### src/hdl/dq_pkg.sv
// Package for the double-ended queue: sizes, op and status codes, word types.
// No dependencies; used by every module under hdl.
package dq_pkg;

  localparam int DEPTH      = 64;
  localparam int IDX_W      = $clog2(DEPTH);
  localparam int CNT_W      = $clog2(DEPTH + 1);
  localparam int DATA_W     = 32;

  localparam int CMDQ_DEPTH = 2;
  localparam int CQ_IDX_W   = (CMDQ_DEPTH > 1) ? $clog2(CMDQ_DEPTH) : 1;
  localparam int CQ_CNT_W   = $clog2(CMDQ_DEPTH + 1);

  localparam int RESQ_DEPTH = 2;
  localparam int RQ_IDX_W   = (RESQ_DEPTH > 1) ? $clog2(RESQ_DEPTH) : 1;
  localparam int RQ_CNT_W   = $clog2(RESQ_DEPTH + 1);

  typedef enum logic [2:0] {
    OP_PUSH_FRONT = 3'd0,
    OP_PUSH_BACK  = 3'd1,
    OP_POP_FRONT  = 3'd2,
    OP_POP_BACK   = 3'd3,
    OP_DUMP       = 3'd4
  } op_e;

  typedef enum logic [1:0] {
    ST_OK    = 2'd0,
    ST_EMPTY = 2'd1,
    ST_FULL  = 2'd2
  } status_e;

  typedef struct packed {
    op_e                      op;
    logic signed [DATA_W-1:0] value;
  } cmd_t;

  typedef struct packed {
    logic signed [DATA_W-1:0] value;
    status_e                  status;
    logic                     last;
  } res_t;

  function automatic logic [IDX_W-1:0] idx_next(input logic [IDX_W-1:0] i);
    return (i == IDX_W'(DEPTH - 1)) ? '0 : i + IDX_W'(1);
  endfunction

  function automatic logic [IDX_W-1:0] idx_prev(input logic [IDX_W-1:0] i);
    return (i == '0) ? IDX_W'(DEPTH - 1) : i - IDX_W'(1);
  endfunction

endpackage

### src/hdl/dq_front.sv
// Front end: accepts input words, drops unknown op codes, queues commands.
// Depends on dq_pkg.
module dq_front import dq_pkg::*; (
  input  logic                     clk_i,
  input  logic                     rst_ni,
  input  logic                     push,
  output logic                     full,
  input  logic [2:0]               op_i,
  input  logic signed [DATA_W-1:0] value_i,
  output logic                     cmd_valid_o,
  output cmd_t                     cmd_o,
  input  logic                     cmd_pop_i
);

  cmd_t                slot_q [CMDQ_DEPTH];
  logic [CQ_IDX_W-1:0] wr_ptr_q, wr_ptr_d, rd_ptr_q, rd_ptr_d;
  logic [CQ_CNT_W-1:0] cnt_q, cnt_d;
  logic                known_op, wr_en, rd_en;

  assign full        = (cnt_q == CQ_CNT_W'(CMDQ_DEPTH));
  assign known_op    = (op_i <= 3'(OP_DUMP));
  assign wr_en       = push && !full && known_op;
  assign rd_en       = cmd_pop_i && (cnt_q != '0);
  assign cmd_valid_o = (cnt_q != '0);
  assign cmd_o       = slot_q[rd_ptr_q];

  always_comb begin
    wr_ptr_d = wr_ptr_q;
    rd_ptr_d = rd_ptr_q;
    cnt_d    = cnt_q;
    if (wr_en) begin
      wr_ptr_d = (wr_ptr_q == CQ_IDX_W'(CMDQ_DEPTH - 1)) ? '0 : wr_ptr_q + CQ_IDX_W'(1);
    end
    if (rd_en) begin
      rd_ptr_d = (rd_ptr_q == CQ_IDX_W'(CMDQ_DEPTH - 1)) ? '0 : rd_ptr_q + CQ_IDX_W'(1);
    end
    if (wr_en && !rd_en) begin
      cnt_d = cnt_q + CQ_CNT_W'(1);
    end else if (rd_en && !wr_en) begin
      cnt_d = cnt_q - CQ_CNT_W'(1);
    end
  end

  always_ff @(posedge clk_i or negedge rst_ni) begin
    if (!rst_ni) begin
      wr_ptr_q <= '0;
      rd_ptr_q <= '0;
      cnt_q    <= '0;
    end else begin
      wr_ptr_q <= wr_ptr_d;
      rd_ptr_q <= rd_ptr_d;
      cnt_q    <= cnt_d;
    end
  end

  always_ff @(posedge clk_i) begin
    if (wr_en) begin
      slot_q[wr_ptr_q] <= '{op: op_e'(op_i), value: value_i};
    end
  end

endmodule

### src/hdl/dq_back.sv
// Back end: ring buffer storage, indices and count; runs one command at a time.
// Depends on dq_pkg.
module dq_back import dq_pkg::*; (
  input  logic clk_i,
  input  logic rst_ni,
  input  logic cmd_valid_i,
  input  cmd_t cmd_i,
  output logic cmd_pop_o,
  output logic res_wr_o,
  output res_t res_o,
  input  logic res_full_i
);

  localparam logic [1:0] S_IDLE = 2'd0;
  localparam logic [1:0] S_POP  = 2'd1;
  localparam logic [1:0] S_DUMP = 2'd2;

  logic signed [DATA_W-1:0] mem_q [DEPTH];
  logic signed [DATA_W-1:0] rdata_q;

  logic [1:0]       state_q, state_d;
  logic [IDX_W-1:0] front_q, front_d, back_q, back_d, ptr_q, ptr_d, remain_q, remain_d;
  logic [CNT_W-1:0] count_q, count_d;
  logic             we, re, is_full, is_empty;
  logic [IDX_W-1:0] waddr, raddr;

  assign is_full  = (count_q == CNT_W'(DEPTH));
  assign is_empty = (count_q == '0);

  always_comb begin
    state_d   = state_q;
    front_d   = front_q;
    back_d    = back_q;
    ptr_d     = ptr_q;
    remain_d  = remain_q;
    count_d   = count_q;
    we        = 1'b0;
    re        = 1'b0;
    waddr     = back_q;
    raddr     = front_q;
    cmd_pop_o = 1'b0;
    res_wr_o  = 1'b0;
    res_o     = '{value: '0, status: ST_OK, last: 1'b1};
    unique case (state_q)
      S_IDLE: begin
        if (cmd_valid_i) begin
          unique case (cmd_i.op)
            OP_PUSH_FRONT, OP_PUSH_BACK: begin
              if (!res_full_i) begin
                cmd_pop_o = 1'b1;
                res_wr_o  = 1'b1;
                if (is_full) begin
                  res_o.status = ST_FULL;
                end else begin
                  we      = 1'b1;
                  count_d = count_q + CNT_W'(1);
                  if (cmd_i.op == OP_PUSH_FRONT) begin
                    waddr   = idx_prev(front_q);
                    front_d = idx_prev(front_q);
                  end else begin
                    back_d = idx_next(back_q);
                  end
                end
              end
            end
            OP_POP_FRONT, OP_POP_BACK: begin
              if (is_empty) begin
                if (!res_full_i) begin
                  cmd_pop_o    = 1'b1;
                  res_wr_o     = 1'b1;
                  res_o.status = ST_EMPTY;
                end
              end else begin
                cmd_pop_o = 1'b1;
                re        = 1'b1;
                count_d   = count_q - CNT_W'(1);
                state_d   = S_POP;
                if (cmd_i.op == OP_POP_FRONT) begin
                  front_d = idx_next(front_q);
                end else begin
                  raddr  = idx_prev(back_q);
                  back_d = idx_prev(back_q);
                end
              end
            end
            OP_DUMP: begin
              if (is_empty) begin
                if (!res_full_i) begin
                  cmd_pop_o    = 1'b1;
                  res_wr_o     = 1'b1;
                  res_o.status = ST_EMPTY;
                end
              end else begin
                cmd_pop_o = 1'b1;
                re        = 1'b1;
                ptr_d     = idx_next(front_q);
                remain_d  = IDX_W'(count_q - CNT_W'(1));
                state_d   = S_DUMP;
              end
            end
            default: cmd_pop_o = 1'b1;
          endcase
        end
      end
      S_POP: begin
        if (!res_full_i) begin
          res_wr_o    = 1'b1;
          res_o.value = rdata_q;
          state_d     = S_IDLE;
        end
      end
      S_DUMP: begin
        if (!res_full_i) begin
          res_wr_o    = 1'b1;
          res_o.value = rdata_q;
          res_o.last  = (remain_q == '0);
          if (remain_q == '0) begin
            state_d = S_IDLE;
          end else begin
            re       = 1'b1;
            raddr    = ptr_q;
            ptr_d    = idx_next(ptr_q);
            remain_d = remain_q - IDX_W'(1);
          end
        end
      end
      default: state_d = S_IDLE;
    endcase
  end

  always_ff @(posedge clk_i or negedge rst_ni) begin
    if (!rst_ni) begin
      state_q  <= S_IDLE;
      front_q  <= '0;
      back_q   <= '0;
      count_q  <= '0;
      ptr_q    <= '0;
      remain_q <= '0;
    end else begin
      state_q  <= state_d;
      front_q  <= front_d;
      back_q   <= back_d;
      count_q  <= count_d;
      ptr_q    <= ptr_d;
      remain_q <= remain_d;
    end
  end

  // single-port storage, registered read
  always_ff @(posedge clk_i) begin
    if (we) begin
      mem_q[waddr] <= cmd_i.value;
    end
    if (re) begin
      rdata_q <= mem_q[raddr];
    end
  end

endmodule

### src/hdl/dq_res_fifo.sv
// Result queue between the back end and the output ports.
// Depends on dq_pkg.
module dq_res_fifo import dq_pkg::*; (
  input  logic clk_i,
  input  logic rst_ni,
  input  logic wr_en_i,
  input  res_t wr_data_i,
  output logic full_o,
  input  logic rd_en_i,
  output res_t rd_data_o,
  output logic empty_o
);

  res_t                slot_q [RESQ_DEPTH];
  logic [RQ_IDX_W-1:0] wr_ptr_q, wr_ptr_d, rd_ptr_q, rd_ptr_d;
  logic [RQ_CNT_W-1:0] cnt_q, cnt_d;
  logic                wr, rd;

  assign full_o    = (cnt_q == RQ_CNT_W'(RESQ_DEPTH));
  assign empty_o   = (cnt_q == '0);
  assign wr        = wr_en_i && !full_o;
  assign rd        = rd_en_i && !empty_o;
  assign rd_data_o = slot_q[rd_ptr_q];

  always_comb begin
    wr_ptr_d = wr_ptr_q;
    rd_ptr_d = rd_ptr_q;
    cnt_d    = cnt_q;
    if (wr) begin
      wr_ptr_d = (wr_ptr_q == RQ_IDX_W'(RESQ_DEPTH - 1)) ? '0 : wr_ptr_q + RQ_IDX_W'(1);
    end
    if (rd) begin
      rd_ptr_d = (rd_ptr_q == RQ_IDX_W'(RESQ_DEPTH - 1)) ? '0 : rd_ptr_q + RQ_IDX_W'(1);
    end
    if (wr && !rd) begin
      cnt_d = cnt_q + RQ_CNT_W'(1);
    end else if (rd && !wr) begin
      cnt_d = cnt_q - RQ_CNT_W'(1);
    end
  end

  always_ff @(posedge clk_i or negedge rst_ni) begin
    if (!rst_ni) begin
      wr_ptr_q <= '0;
      rd_ptr_q <= '0;
      cnt_q    <= '0;
    end else begin
      wr_ptr_q <= wr_ptr_d;
      rd_ptr_q <= rd_ptr_d;
      cnt_q    <= cnt_d;
    end
  end

  always_ff @(posedge clk_i) begin
    if (wr) begin
      slot_q[wr_ptr_q] <= wr_data_i;
    end
  end

endmodule

### src/hdl/double_ended_queue.sv
// Double-ended queue of signed 32-bit words, top level.
// Depends on dq_pkg, dq_front, dq_back and dq_res_fifo.
//
// Input side: a word (op_i, value_i) is taken when push is high and full is low.
// Op codes: push front, push back, pop front, pop back, dump. Unknown codes are
// taken and dropped without a result. Output side: while empty is low the
// oldest result (value_out_o, status_o, last_o) is on the ports; it is taken
// when pop is high. last_o marks the final result of each input word.
// A push or an empty/full answer goes to the result queue straight from the
// idle back end; a pop or a dump first reads the storage into a register, and
// a dump then gives one word per cycle while the result queue has room. A push
// can follow every cycle while the result queue has room; a pop holds the back
// end until its word is out, set by the single read port of the storage with
// its registered read data. A two-entry command queue and a two-entry result
// queue decouple the sides: when pop stays low the back end stops once the
// result queue fills, then the command queue fills and full goes high.
// Reset (rst_ni low, asynchronous) empties the store and both queues; the
// storage words themselves are not cleared.
module double_ended_queue import dq_pkg::*; (
  input  logic                     clk_i,
  input  logic                     rst_ni,
  input  logic                     push,
  output logic                     full,
  input  logic [2:0]               op_i,
  input  logic signed [DATA_W-1:0] value_i,
  output logic                     empty,
  input  logic                     pop,
  output logic signed [DATA_W-1:0] value_out_o,
  output logic [1:0]               status_o,
  output logic                     last_o
);

  logic cmd_valid, cmd_pop, res_wr, res_full;
  cmd_t cmd;
  res_t res, res_head;

  dq_front u_front (
    .clk_i      (clk_i),
    .rst_ni     (rst_ni),
    .push       (push),
    .full       (full),
    .op_i       (op_i),
    .value_i    (value_i),
    .cmd_valid_o(cmd_valid),
    .cmd_o      (cmd),
    .cmd_pop_i  (cmd_pop)
  );

  dq_back u_back (
    .clk_i      (clk_i),
    .rst_ni     (rst_ni),
    .cmd_valid_i(cmd_valid),
    .cmd_i      (cmd),
    .cmd_pop_o  (cmd_pop),
    .res_wr_o   (res_wr),
    .res_o      (res),
    .res_full_i (res_full)
  );

  dq_res_fifo u_res_fifo (
    .clk_i    (clk_i),
    .rst_ni   (rst_ni),
    .wr_en_i  (res_wr),
    .wr_data_i(res),
    .full_o   (res_full),
    .rd_en_i  (pop),
    .rd_data_o(res_head),
    .empty_o  (empty)
  );

  assign value_out_o = res_head.value;
  assign status_o    = res_head.status;
  assign last_o      = res_head.last;

`ifndef NO_ASSERTIONS
  a_res_no_overflow: assert property (@(posedge clk_i) disable iff (!rst_ni)
    res_wr |-> !res_full)
    else $error("result written into a full result queue");

  a_cmd_pop_valid: assert property (@(posedge clk_i) disable iff (!rst_ni)
    cmd_pop |-> cmd_valid)
    else $error("command taken from an empty command queue");

  a_status_zero_last: assert property (@(posedge clk_i) disable iff (!rst_ni)
    (res_wr && res.status != ST_OK) |-> (res.last && res.value == '0))
    else $error("empty or full answer not a single zero word");
`endif

endmodule
### config.mk
export PLATFORM = sky130hd
export DESIGN_NAME = double_ended_queue
export DESIGN_NICKNAME = d
export VERILOG_FILES = /design/src/hdl/dq_pkg.sv /design/src/hdl/dq_front.sv /design/src/hdl/dq_back.sv /design/src/hdl/dq_res_fifo.sv /design/src/hdl/double_ended_queue.sv
export SDC_FILE = /design/constraint.sdc
export NUM_CORES = 2
export LEC_CHECK = 0
export BUFFER_PORTS_ARGS = -buffer_cell sky130_fd_sc_hd__clkbuf_2
export CAP_MARGIN = 20
export CORE_MARGIN = 4
export CORE_UTILIZATION = 30
export DETAILED_ROUTE_END_ITERATION = 10
export RECOVER_POWER = 50
export SLEW_MARGIN = 20
export SYNTH_ARGS = -nofsm -noshare
export SYNTH_HDL_FRONTEND = slang
export SYNTH_SLANG_ARGS = --single-unit
export TNS_END_PERCENT = 1
### constraint.sdc
create_clock -name clk_i -period 7.05 [get_ports clk_i]
set_input_delay 0 -clock clk_i [delete_from_list [all_inputs] [get_ports clk_i]]
set_output_delay 0 -clock clk_i [all_outputs]
set_load 0.01 [all_outputs]
== Word-level counts from Yosys, hierarchy flattened ==
Memory sizes are Yosys's and may differ from the RTL's. A register that Yosys moved wholly into a read port is not among the register bits.
Cells that the tools add are included.
W data, S select, Z words.

* Flip-flop bits (word level): 41
* RAM bits: 2,188
* Input bits: 39
* Output and inout bits: 37
* Word-level logic and storage cells: 197
* Memories: 3

* Add/subtract/negate cells: 16
* $lt $le $gt $ge: 1
* Eq/ne operators: 29
* Multiplexer cells: 99
* Reductions and logical operators: 37

{| class="wikitable"
|+ Memories
! memory !! words !! width !! rd ports !! clocked after memory_dff !! write ports !! line !! source
|-
| u_back.mem_q || 64 || 32 || 1 || 1 || 1 || dq_back.sv:18 || <nowiki>logic signed [DATA_W-1:0] mem_q [DEPTH];</nowiki>
|-
| u_front.slot_q || 2 || 35 || 1 || 0 || 1 || dq_front.sv:15 || <nowiki>cmd_t slot_q [CMDQ_DEPTH];</nowiki>
|-
| u_res_fifo.slot_q || 2 || 35 || 1 || 0 || 1 || dq_res_fifo.sv:14 || <nowiki>res_t slot_q [RESQ_DEPTH];</nowiki>
|}

{| class="wikitable"
|+ Operator list
! kind !! count
|-
| $mux W6 || 37
|-
| $mux W32 || 2
|-
| $pmux W6 S2 || 5
|-
| $mux W1 || 30
|-
| $mux W2 || 14
|-
| $ne A2 B2 Y1 const B || 11
|-
| $mux W7 || 3
|-
| $add A6 B1 Y6 const B || 3
|-
| $eq A6 B6 Y1 const B || 3
|-
| $logic_not A6 Y1 || 3
|-
| $sub A6 B1 Y6 const B || 3
|-
| $reduce_and A8 Y1 || 2
|-
| $pmux W7 S2 || 1
|-
| $reduce_and A6 Y1 || 2
|-
| $reduce_bool A2 Y1 || 5
|-
| $logic_and A1 B1 Y1 || 9
|-
| $ne A3 B3 Y1 const B || 3
|-
| $pmux W1 S2 || 4
|-
| $pmux W2 S2 || 2
|-
| $add A7 B1 Y7 const B || 1
|-
| $eq A7 B7 Y1 const B || 1
|-
| $logic_not A1 Y1 || 7
|-
| $logic_not A7 Y1 || 1
|-
| $reduce_and A7 Y1 || 1
|-
| other kinds (16) || 29
|}

== Longest topological paths before layout ==
* Word-level depth: 11
* Depth in mapped cells: 18
* Gate-level depth less buffers: 12

== Hierarchy ==
A second synthesis with hierarchy kept.

* Cells, all modules: 5,731
* Area, all modules: 88,303.4 um2

{| class="wikitable"
|+ Modules (own cells, without submodules)
! module !! instances !! cells an instance !! area each (um2)
|-
| dq_back || 1 || 5,474 || 82,532.9
|-
| dq_front || 1 || 129 || 2,897.8
|-
| dq_res_fifo || 1 || 128 || 2,872.8
|}

== Worst setup path before layout ==
OpenSTA, ideal clock, no wires.

* Path type: reg-to-reg
* Start: register u_front.rd_ptr_q
* End: memory u_back.mem_q[63][0] (enable)
* Data arrival time: 4,597 ps
* Data required time: 6,589 ps
* Path slack: 1,992 ps
* Stages on the path, launching flop included: 11
* Period minus slack after synthesis: 5,058 ps
* Path through: dfrtp_1 > clkbuf_1 > mux2i_1 > and4_1 > nand2_1 > nor2_1 > buf_1 > nor2_1 > a31oi_1 > nand3_1 > nor3_1

* Word-level cells in the longest chain between the ends: 8
* Elaborated cells on any way between the ends: 15
* Those cells by class: 1 x eq/ne; 11 x mux; 2 x reduce/logical; 1 x memory

{| class="wikitable"
|+ RTL lines
! what !! line !! source
|-
| start, declared || dq_front.sv:16 || <nowiki>logic [CQ_IDX_W-1:0] wr_ptr_q, wr_ptr_d, rd_ptr_q, rd_ptr_d;</nowiki>
|-
| start signal, assigned || dq_front.sv:51 || <nowiki>rd_ptr_q <= rd_ptr_d;</nowiki>
|-
| $mem_v2 Z2 W35 (*) || -- ||
|-
| $eq A3 B1 Y1 or $logic_not A3 Y1 (tied branches) || dq_back.sv:47, dq_back.sv:57 ||
|-
| $reduce_or A2 Y1 or $mux W6 (tied branches) || dq_back.sv:47, dq_back.sv:57 ||
|-
| $mux W1 or $mux W6 (tied branches) || dq_back.sv:47, dq_back.sv:52 ||
|-
| $mux W1 or $mux W6 (tied branches) || dq_back.sv:46, dq_back.sv:49 ||
|-
| $mux W1 or $mux W6 (tied branches) || dq_back.sv:44, dq_back.sv:47 ||
|-
| $mux W1 or $mux W6 (tied branches) || dq_back.sv:151, dq_back.sv:46 ||
|-
| $mux W1 (implied by the code) or $mux W6 (tied branches) || dq_back.sv:152, dq_back.sv:44 ||
|-
| end, declared || dq_back.sv:18 ||
|}

Every way passes the cells marked *; elsewhere a longest branch is shown, timed or not.

== Worst setup path in the final report ==
* Start: register u_back.count_q[0]
* End: register u_back.rdata_q[1], read port of u_back.mem_q, data pin

* Word-level cells in the longest chain between the ends: 5
* Elaborated cells on any way between the ends: 9
* Those cells by class: 8 x mux; 1 x reduce/logical

{| class="wikitable"
|+ RTL lines
! what !! line !! source
|-
| start, declared || dq_back.sv:23 || <nowiki>logic [CNT_W-1:0] count_q, count_d;</nowiki>
|-
| start signal, assigned || dq_back.sv:143 || <nowiki>count_q <= count_d;</nowiki>
|-
| $logic_not A7 Y1 (*) || dq_back.sv:28 || <nowiki>assign is_empty = (count_q == '0);</nowiki>
|-
| $mux W6 or $mux W1 (tied branches) || dq_back.sv:67, dq_back.sv:87 ||
|-
| $mux W6 or $mux W1 (tied branches) || -- ||
|-
| $mux W6 or $mux W1 (tied branches) || dq_back.sv:46 || <nowiki>if (cmd_valid_i) begin</nowiki>
|-
| $pmux W6 S2 or $pmux W1 S2 (tied branches) || dq_back.sv:44 || <nowiki>unique case (state_q)</nowiki>
|-
| end, declared || dq_back.sv:19 || <nowiki>logic signed [DATA_W-1:0] rdata_q;</nowiki>
|}

Marked as above.
A chain may end at the register's enable or synchronous reset.

==> impl_summary.md <==
Outcome
The flow ran to the end, but the final reports show violations. The checks that failed: capacitance limit, slew limit.

Logic synthesis
The number of warnings issued by yosys is 0. The total nets after synthesis is 5,137. After synthesis, the mean cell area works out to 17.44 um2. The cell area that synthesis handed to floorplanning was 88,610 um2. In the synthesized netlist the dominant register cell turns out to be edfxtp_1.

The top cell type by area accounts for 75.23% of the synthesized area. The proportion of synthesized chip area in sequential cells is 76.39%. The distinct cell type count after synthesis is 79. Of all flip-flops after synthesis, the portion carrying an async set or reset was 1.813%. The number of synthesized register bits is around 2,300. The cell accounting for the most synthesized area is edfxtp_1. The post-synthesis instance total is 5,082. By area the synthesized netlist is led by edfxtp_1 (75%), mux4_2 (7.0%), nand2_1 (2.9%). The number of flops mapped to enable cells by yosys is about 2,200.

Clocking
The maximum root-to-sink buffer count is 3. The later pin in the worst-skew pair is clocked with a latency of 0.86 ns. The H-tree was split into 4 levels. TritonCTS built the clock tree. Buffers added to address setup during post-CTS repair amount to 0. The TritonCTS buffer count is 222. The tree is rooted in a clkbuf_16. The TritonCTS sink count is 2,261.

The clock slew seen by the registers of the worst setup and hold paths is 0.06 ns.

Route
After detailed routing, the number of remaining DRC violations is 0. The final layout contains routed wiring with a total length of about 280,000 um. The detailed router placed about 52,000 vias in this run. For this run, the detailed router's first-pass iteration total came to 8. After detailed routing, the average wire length per cell comes to 29.70 um. The detail route stage leaves a number of antenna-violating nets equal to 0.

The average vias per placed instance is 5.463. The first routing iteration left 8,380 violations.

Die
The full die area is between 300,000 and 400,000 um2. From bottom edge to top edge, the die measures roughly 550 um. In this run the count of I/O pins placed on the die edge is 76.

The effective utilization at floorplan is 30.13%. The area of the core region is about 290,000 um2. Row generation in the floorplan step produced 199 rows.

The die width is 551.5 um.

Placement
The count of buffers added on input and output ports is 75. The half-perimeter wire length after detailed placement is 174,300 um. Including well taps, the total number of placed cells is between 9,000 and 10,000. The routability congestion estimate from global placement is ~0.94.

Cells and area
The most common cell after layout, fill and taps aside is edfxtp_1. Excluding fillers, the count of instances in the completed layout stands at 9,515. For this run, the share of the core covered by cells in the final layout is 34.96%. The fill cell total of the finished layout is approximately 27,000. The post-route netlist has around 18% of its cells at a drive strength greater than 1. The final-stage net count is between 5,000 and 6,000.

In the layout the commonest cells are edfxtp_1 (2,220), nand2_1 (673), mux4_2 (277). The layout overhead on the synthesized area is 16.00%.

Pwr
For this design the ratio of total power to cell area is ~500 nW/um2. The cell leakage power is 32.91 nW. VDD sags by at most between 0.4 and 0.5 mV.

The design draws slightly above 50 mW.

GRT
The largest net degree at the start of global routing is between 80 and 90. The number of antenna violations at the first check in global routing was 39. The number of global-route vias before repair is about 49,000. The first global-routing pass estimated 391,500 um of wire. In the global route stage, overall resource usage came out at a little under a fifth.

The residual overflow from global routing is 0.

Flow run
The number of violations of the max-capacitance limit is 35.

Timing
The actual transition at the worst max-transition pin is about 4.0 ns. Setup repair after global routing left no endpoint under its margin. The final sum of negative setup slack is 0 ns. The minimum hold slack is 0.1040 ns. The period utilization is about nine tenths. In this run the tightest slew margin relative to its limit is -163.5%. The count of final hold-check violations is 0. The total count of max-transition violations in the final report is 2,138. For this run, the top clock speed supported by timing is between 150 and 200 MHz.

The worst clock skew is 0.04664 ns. The final count of negative-setup-slack endpoints is 0. The time the worst path needs with I/O delays and setup is approximately 6.4 ns.

Critical path
The slowest cell on the critical path is and3_4. For this run, the slowest stage of the critical path takes 0.86 ns. STA classifies the critical path startpoint as a register. The worst setup path is captured at a register. The critical path goes through inv_1 -> ha_1 -> nor4b_1 -> and2_1 -> a211o_1 -> buf_4 -> and3_4 -> buf_12 -> mux4_2 -> a211oi_1 -> a21oi_1 -> or4_1.

The data required time at the worst endpoint is 7.61 ns. The maximum fanout along the worst path is 46. The critical path start-end classification is register to register.

The data arrival at the endpoint of the critical path is 6.99 ns.

Worst hold path
The kind of path behind the tightest hold check is input pin to register.
[stage by stage]
step           instance area, um2  worst slack (ns)
2_1_floorplan               88610             1.992
3_3_place_gp                95190            0.2585
3_5_place_dp                95270             1.258
4_1_cts                    103000             1.225
5_1_grt                    102800            0.4918
6_report                   102800            0.6210
[cells by family after synthesis]
logic type	share of synthesized area, %
XOR/XNOR	0.2767
buffers and inverters	1.827
multiplexers	10.01
flip-flops	76.39
adder cells (fa/ha/maj)	0.2259
AND/OR/NAND/NOR	6.605
AO/OA/AOI/OAI	4.668
[area by class of cell]
class	instances	area [um2]	share of cell area, %
flip-flops and latches	2261	67690	65.85
multi-input cells	2481	20020	19.47
clock buffers	299	5886	5.726
well taps	3919	4903	4.770
repair buffers	402	3108	3.024
clock inverters	105	1017	0.9896
inverters	41	153.9	0.1497
diodes	7	17.52	0.01704
[power breakdown]
group	leakage (nW)	total [mW]	switching, mW	internal, mW
sequential	20.5	17.7	0.554	17.2
clock	3.32	11.4	5.11	6.24
combinational	9.09	21.2	14.9	6.29
total	32.9	50.3	20.5	29.7
[repair_timing]
| action | 4_1_cts | 5_1_grt |
|---|---|---|
| endpoints found under the hold margin | 143 | 0 |
| hold buffers | 76 | 0 |
| resized for setup | 0 | 0 |
[critical path, delay by kind of cell, from the launching register on]
kind | cells | cell delay [ns]
and+or+nand+nor | 4 | 2.79
DFF | 1 | 0.44
AOI/OAI and AO/OA | 3 | 1.16
adders and majority gates | 1 | 0.23
muxes | 1 | 0.58
buffers and inverters | 3 | 0.76
[synthesized netlist by cell type (68+ instances only)]
library cell,count
a22oi_1,78
nand2_1,673
edfxtp_1,2220
mux2i_1,176
nand3_1,251
nor2_1,134
mux4_2,277
a21oi_1,143
mux2_2,77
buf_2,97
o21ai_0,68
clkbuf_1,147
[flip-flops by register name, indices dropped and copies added (netlist names), 7 cells and up]
signal	flops
u_back.mem_q	2048
u_front.slot_q	70
u_res_fifo.slot_q	70
u_back.rdata_q	32
u_back.count_q	7
[metal layers]
metal	vias to the layer above	part of all wire (%)	GRT usage, %
li1	20898	-	-
met1	26969	38	24.14
met2	3460	45	27.49
met3	640	13	5.338
met4	18	5.0	7.591
met5	-	0.071	0
[final timing paths]
check | cells after the start | from | slack (ns) | end
hold reg to reg | 1 | u_res_fifo.cnt_q[1]$_DFFE_PN0P_ | 0.55 | u_res_fifo.cnt_q[1]$_DFFE_PN0P_
hold / removal | 4 | push | 0.10 | u_front.wr_ptr_q$_DFFE_PN0P_
setup / recovery | 12 | u_back.count_q[0]$_DFFE_PN0P_ | 0.62 | u_back.rdata_q[1]$_DFFE_PP_
min in group asynchronous | 4 | rst_ni | 1.17 | u_back.count_q[3]$_DFFE_PN0P_
setup reg to reg | 12 | u_back.count_q[0]$_DFFE_PN0P_ | 0.62 | u_back.rdata_q[1]$_DFFE_PP_
max in group asynchronous | 4 | rst_ni | 4.47 | u_back.back_q[5]$_DFFE_PN0P_
No activity file was read; power rests on OpenSTA's default activity.
